### src/hw/rtl/cfd_pkg.sv
// Shared types and constants for the CAN serial frame deframer.
`timescale 1ns / 1ps

package cfd_pkg;

    localparam int WIN_DEPTH = 16;
    localparam int FILL_W    = $clog2(WIN_DEPTH + 1);
    localparam int CFG_IDX_W = 8;
    localparam int OUT_W     = 88;

    typedef logic [7:0] t_byte;
    typedef logic [CFG_IDX_W-1:0] t_cfg_idx;

    // Register indexes of the configuration port.
    localparam t_cfg_idx REG_HEADER  = t_cfg_idx'(0);
    localparam t_cfg_idx REG_TRAILER = t_cfg_idx'(1);

    localparam t_byte HEADER_RESET  = 8'hAA;
    localparam t_byte TRAILER_RESET = 8'h7A;

    typedef struct packed {
        logic [31:0] payload_tail;
        logic [31:0] payload_head;
        logic [7:0]  length_code;
        logic [15:0] frame_id;
    } t_frame;

    typedef struct packed {
        logic   hit;
        t_frame frame;
    } t_win_res;

endpackage

### src/hw/rtl/cfd_window.sv
// Sliding byte window, fill count and frame match for the deframer.
`timescale 1ns / 1ps

module cfd_window (
    input  logic              i_clk,
    input  logic              i_rst_n,
    input  logic              i_accept,
    input  cfd_pkg::t_byte    i_byte,
    input  cfd_pkg::t_byte    i_header,
    input  cfd_pkg::t_byte    i_trailer,
    output cfd_pkg::t_win_res o_res
);
    import cfd_pkg::*;

    t_byte             r_window [WIN_DEPTH];
    logic [FILL_W-1:0] r_fill;
    logic [FILL_W-1:0] n_fill;
    logic              w_full;
    logic              w_hit;

    assign w_full = (r_fill == FILL_W'(WIN_DEPTH));
    assign w_hit  = i_accept && w_full && (r_window[0] == i_header) && (i_byte == i_trailer);

    // Entry 0 is the oldest byte once the window is full.
    always_comb begin
        o_res.hit                = w_hit;
        o_res.frame.frame_id     = {r_window[6], r_window[7]};
        o_res.frame.length_code  = r_window[3];
        o_res.frame.payload_head = {r_window[11], r_window[10], r_window[9], r_window[8]};
        o_res.frame.payload_tail = {r_window[15], r_window[14], r_window[13], r_window[12]};
    end

    always_comb begin
        n_fill = r_fill;
        if (i_accept) begin
            if (w_hit) begin
                n_fill = '0;
            end else if (!w_full) begin
                n_fill = r_fill + FILL_W'(1);
            end
        end
    end

    always_ff @(posedge i_clk) begin
        if (!i_rst_n) begin
            r_fill <= '0;
        end else begin
            r_fill <= n_fill;
        end
    end

    // The window content needs no reset: it is only read once sixteen bytes
    // have been shifted in since the last clear of the fill count.
    always_ff @(posedge i_clk) begin
        if (i_accept && !w_hit) begin
            for (int i = 0; i < WIN_DEPTH - 1; i++) begin
                r_window[i] <= r_window[i+1];
            end
            r_window[WIN_DEPTH-1] <= i_byte;
        end
    end

endmodule

### src/hw/rtl/can_frame_deframer.sv
// Top level of the CAN serial frame deframer.
`timescale 1ns / 1ps

//  Channel   Direction  Width  Contents
//  s_axis    in         8      received serial byte
//  m_axis    out        88     decoded frame fields
//  cfg       in         8+8    register index and write data
//
// Each accepted byte is handled in the cycle it arrives: the window shift and
// the two byte compares sit between the window registers and the output
// register, so one byte per cycle is sustained while s_axis_tready is high;
// each found frame is registered. A two-deep output (register plus skid stage)
// lets a byte be taken while a frame waits downstream; only when both hold a
// frame does s_axis_tready fall. Reset is synchronous and active low; it
// empties the window and restores the default header and trailer values.

module can_frame_deframer (
    input  logic                      i_clk,
    input  logic                      i_rst_n,
    // Input byte stream.
    input  logic                      s_axis_tvalid,
    output logic                      s_axis_tready,
    input  logic [7:0]                s_axis_tdata,   // [7:0] rx_byte
    // Decoded frames.
    output logic                      m_axis_tvalid,
    input  logic                      m_axis_tready,
    output logic [cfd_pkg::OUT_W-1:0] m_axis_tdata,   // [15:0] frame_id,
                                                      // [23:16] length_code,
                                                      // [55:24] payload_head,
                                                      // [87:56] payload_tail
    // Configuration writes.
    input  logic                      i_cfg_valid,
    output logic                      o_cfg_ready,
    input  cfd_pkg::t_cfg_idx         i_cfg_index,
    input  cfd_pkg::t_byte            i_cfg_data
);
    import cfd_pkg::*;

    t_byte    r_header;
    t_byte    r_trailer;
    logic     w_in_accept;
    logic     w_out_take;
    t_win_res w_res;

    t_frame   r_out;
    t_frame   n_out;
    logic     r_out_vld;
    logic     n_out_vld;
    t_frame   r_skid;
    t_frame   n_skid;
    logic     r_skid_vld;
    logic     n_skid_vld;

    // Configuration is always accepted; unknown indexes are dropped.
    assign o_cfg_ready = 1'b1;

    always_ff @(posedge i_clk) begin
        if (!i_rst_n) begin
            r_header  <= HEADER_RESET;
            r_trailer <= TRAILER_RESET;
        end else if (i_cfg_valid) begin
            unique case (i_cfg_index)
                REG_HEADER:  r_header  <= i_cfg_data;
                REG_TRAILER: r_trailer <= i_cfg_data;
                default:     ;
            endcase
        end
    end

    // A request is taken whenever the skid stage is free, so a frame that is
    // found always has somewhere to go.
    assign s_axis_tready = !r_skid_vld;
    assign w_in_accept   = s_axis_tvalid && s_axis_tready;
    assign w_out_take    = r_out_vld && m_axis_tready;

    cfd_window u_window (
        .i_clk     (i_clk),
        .i_rst_n   (i_rst_n),
        .i_accept  (w_in_accept),
        .i_byte    (s_axis_tdata),
        .i_header  (r_header),
        .i_trailer (r_trailer),
        .o_res     (w_res)
    );

    // The output register refills from the skid stage first, which keeps the
    // frames in order; a new frame goes to the skid stage only while the
    // output register is occupied and not being taken.
    always_comb begin
        n_out      = r_out;
        n_out_vld  = r_out_vld;
        n_skid     = r_skid;
        n_skid_vld = r_skid_vld;
        if (!r_out_vld || w_out_take) begin
            if (r_skid_vld) begin
                n_out      = r_skid;
                n_out_vld  = 1'b1;
                n_skid_vld = 1'b0;
            end else begin
                n_out      = w_res.frame;
                n_out_vld  = w_res.hit;
            end
        end else if (w_res.hit) begin
            n_skid     = w_res.frame;
            n_skid_vld = 1'b1;
        end
    end

    always_ff @(posedge i_clk) begin
        if (!i_rst_n) begin
            r_out_vld  <= 1'b0;
            r_skid_vld <= 1'b0;
        end else begin
            r_out_vld  <= n_out_vld;
            r_skid_vld <= n_skid_vld;
        end
    end

    always_ff @(posedge i_clk) begin
        r_out  <= n_out;
        r_skid <= n_skid;
    end

    assign m_axis_tvalid = r_out_vld;
    assign m_axis_tdata  = {r_out.payload_tail, r_out.payload_head,
                            r_out.length_code, r_out.frame_id};

    // The skid stage is only ever filled behind a waiting output frame.
    a_skid_behind_out: assert property (@(posedge i_clk) disable iff (!i_rst_n)
        r_skid_vld |-> r_out_vld)
        else $error("skid stage holds a frame while the output is empty");

    // A frame is never found while both output stages are full.
    a_hit_has_room: assert property (@(posedge i_clk) disable iff (!i_rst_n)
        w_res.hit |-> !r_skid_vld)
        else $error("frame found with no room to hold it");

    // After a frame is found, the output holds a valid frame in the next cycle.
    a_hit_shows: assert property (@(posedge i_clk) disable iff (!i_rst_n)
        w_res.hit |=> r_out_vld)
        else $error("found frame did not reach the output");

endmodule
### config.mk
export PLATFORM = sky130hd
export DESIGN_NAME = can_frame_deframer
export DESIGN_NICKNAME = d
export VERILOG_FILES = /design/src/hw/rtl/cfd_pkg.sv /design/src/hw/rtl/cfd_window.sv /design/src/hw/rtl/can_frame_deframer.sv
export SDC_FILE = /design/constraint.sdc
export NUM_CORES = 1
export LEC_CHECK = 0
export BUFFER_PORTS_ARGS = -buffer_cell sky130_fd_sc_hd__buf_2
export CELL_PAD_IN_SITES_DETAIL_PLACEMENT = 1
export CELL_PAD_IN_SITES_GLOBAL_PLACEMENT = 2
export CORE_ASPECT_RATIO = 0.5
export CORE_MARGIN = 5
export CORE_UTILIZATION = 45
export DETAILED_ROUTE_END_ITERATION = 10
export HOLD_SLACK_MARGIN = 0.12
export PLACE_DENSITY = 0.81
export SLEW_MARGIN = 10
export SYNTH_ARGS = -nofsm -noshare
export SYNTH_HDL_FRONTEND = slang
export SYNTH_HIERARCHICAL = 1
export SYNTH_SLANG_ARGS = --single-unit
export TNS_END_PERCENT = 20
### constraint.sdc
create_clock -name i_clk -period 10.7 [get_ports i_clk]
set_input_delay 2.14 -clock i_clk [delete_from_list [all_inputs] [get_ports i_clk]]
set_output_delay 2.14 -clock i_clk [all_outputs]
set_load 0.1 [all_outputs]
==> run metrics <==
status finished clean; crit share post-route 45.6%; fin nets 717; WL/cell 21.5 um; die span in y 123 um; clk sinks 327; synth warn 6; Seq pwr share 56.1%; Combinational Power Share 8.1%; hold_buf cts 0; sequential cell area fraction in the yosys report 83.1%; total track usage 15.4%; part of the power in the clock network 35.8%; post_cts resized 0; Post-synth top flop edfxtp_1; EDFF count, synth 304; core region area 0.0252 mm^2; dpl cell area 0.0125 mm^2; Slew Limit Fails 0; Yosys top cell area share 79.1%; switching part of the total 24.8%; vias in the first global route 5,703; largest net degree at the start of global routing 80; Fillers 2,310; worst-skew pair later-pin latency 550 ps; VDD IR-drop max 0.111 mV; FFs w/ async S/R, synth 0%; main area contributors after synthesis edfxtp_1 79%, mux2_2 8.6%, dfxtp_1 4.0%; post-layout minimum cycle time 4880 ps; HPWL after DPL 14,400 um; Die ar. 0.0291 mm^2; first-pass GRT wire length 34,700 um; post-CTS setup buffers 0; most common cell after layout, fill and taps aside edfxtp_1; initial antenna violation count 0; final setup vio count 0; initial core utilization 45.7%; total number of vias 5,254; Non-Filler Instances 1,050; area delta synth->final 15.7%; layout cells sized above 1 37.4%; Initial DRC Count 374; setup TNS 0 ps; cell count after synthesis 556; data arrival time of the critical path 5050 ps; Longest Clk Path Bufs 3; worst slew pin tran 1070 ps; Hold Crit Class register to register; worst-case reg-to-reg path depth 8; global route overflow 0; Internal 1.99 mW; cell taking the most area after synthesis edfxtp_1; Crit Path Class primary input to register; Total Wirelength 22,600 um; CP endpoint kind register; Sw Pwr 0.655 mW; critical path peak fanout 53; first-pass iteration count of the detailed router 4; synthesized flop and latch total 327; ANT cells 0; TritonCTS clock tree done; post-synth cell types 37; Pwr Total 2.64 mW; FF/Latch Area 0.00959 mm^2; relative slew slack 28.6%; CP startpoint kind primary input; synthesized area per cell 20.8 um^2; Fin Clk Skew 12.9 ps; Post-Syn Area 0.0115 mm^2; I/O pin count 120; placed insts 999; Hold Path Depth 0; die width 236 um; Worst-path clk slew 60 ps; Synth Net Count 587; H-tree level count 1; LEAKAGE 4.65 nW; PwrDens 198 mW/mm^2; Highest Clock Rate 205 MHz; DRC errors left 0; Detail Route Antenna Nets 0; clock root buffer master clkbuf_16; # port buffers 118; design area 0.0134 mm^2; Max Cap Viol 0; Multi-input gate area 0.00182 mm^2; Rows 41; Hold Vio Cnt, Final 0; most frequent cells in the layout 304 x edfxtp_1, 118 x buf_2, 88 x mux2_2; RSZ-0062 raised after global routing no; Crit path required time 10,870 ps; drt via density 5.00; RePlAce Congestion 0.804; CTS Buf Count 29
cell type report:
type | instances | area share (%)
clock buffers | 32 | 5.52
clock inverters | 19 | 0.881
multi-input cells | 199 | 13.7
well taps | 344 | 3.22
inverters | 6 | 0.169
flip-flops and latches | 327 | 71.8
repair buffers | 123 | 4.70
cells by family after synthesis:
family / Yosys count / synth area share (%)
flip-flops: 327 / 83.1
multiplexers: 101 / 9.72
AND/OR/NAND/NOR: 61 / 3.25
buffers and inverters: 30 / 1.31
XOR/XNOR: 18 / 1.50
AO/OA/AOI/OAI: 16 / 0.857
adder cells (fa/ha/maj): 2 / 0.217
other: 1 / 0.0325
sequential cells by signal, indices dropped and copies added, names as in the netlist:
signal / cells
u_window/r_window: 128
m_axis_tdata: 88
r_skid: 88
r_header: 8
r_trailer: 8
u_window/r_fill: 5
m_axis_tvalid: 1
r_skid_vld: 1
routing by layer:
layer	GRT usage, %	vias up	share of wire [%]
li1	-	2417	-
met1	20.4	2720	44
met2	27.3	84	51
met3	2.87	33	3.2
met4	3.35	0	1.8
met5	0	-	0
synth_stat cells (2+ instances only):
| master | n |
|---|---|
| edfxtp_1 | 304 |
| mux2_2 | 88 |
| dfxtp_1 | 23 |
| nand2_1 | 17 |
| xnor2_1 | 16 |
| clkbuf_1 | 13 |
| mux2i_1 | 13 |
| nor2b_1 | 11 |
| buf_4 | 10 |
| nand4_1 | 10 |
| inv_1 | 6 |
| a31oi_1 | 4 |
| nor4_1 | 4 |
| a21oi_1 | 3 |
| nor2_1 | 3 |
| o21ai_0 | 3 |
| ha_1 | 2 |
| nand3_1 | 2 |
| nor3_1 | 2 |
| nor4b_1 | 2 |
| o211ai_1 | 2 |
| o21bai_1 | 2 |
| xnor2_2 | 2 |
power groups by stage:
stage | sequential (mW) | combinational, mW | clock, mW
after CTS | 1.48 | 0.216 | 0.968
after floorplan | 1.64 | 0.0369 | 0
after global placement | 1.50 | 0.212 | 0
after global routing | 1.49 | 0.220 | 1.03
final | 1.48 | 0.214 | 0.946
after detailed placement | 1.51 | 0.215 | 0
final timing paths:
kind,start,to,slack [ps]
max reg2reg,u_window/r_fill[0]$_SDFFE_PN0P_,u_window/r_window[4][4]$_DFFE_PP_,6920
min,u_window/r_window[0][12]$_DFFE_PP_,u_window/r_window[0][4]$_DFFE_PP_,420
max,s_axis_tvalid,u_window/r_window[4][4]$_DFFE_PP_,5820
min reg2reg,u_window/r_window[0][12]$_DFFE_PP_,u_window/r_window[0][4]$_DFFE_PP_,420
per-stage QoR:
stage,hold WS [ps],setup WS [ps],utilization (%)
detailed placement,406,5280,49.5
finish,420,5820,52.9
floorplan,400,1310,-
global route,427,5540,52.9
CTS,421,5840,52.9
global placement,400,5370,49.5
critical path, cell delays in order:
cell     delay [ps]
buf_2            70
nor2b_1         440
inv_1           200
a21oi_4         840
buf_4           630
buf_4           650
Power figures use the tool's default switching activity.
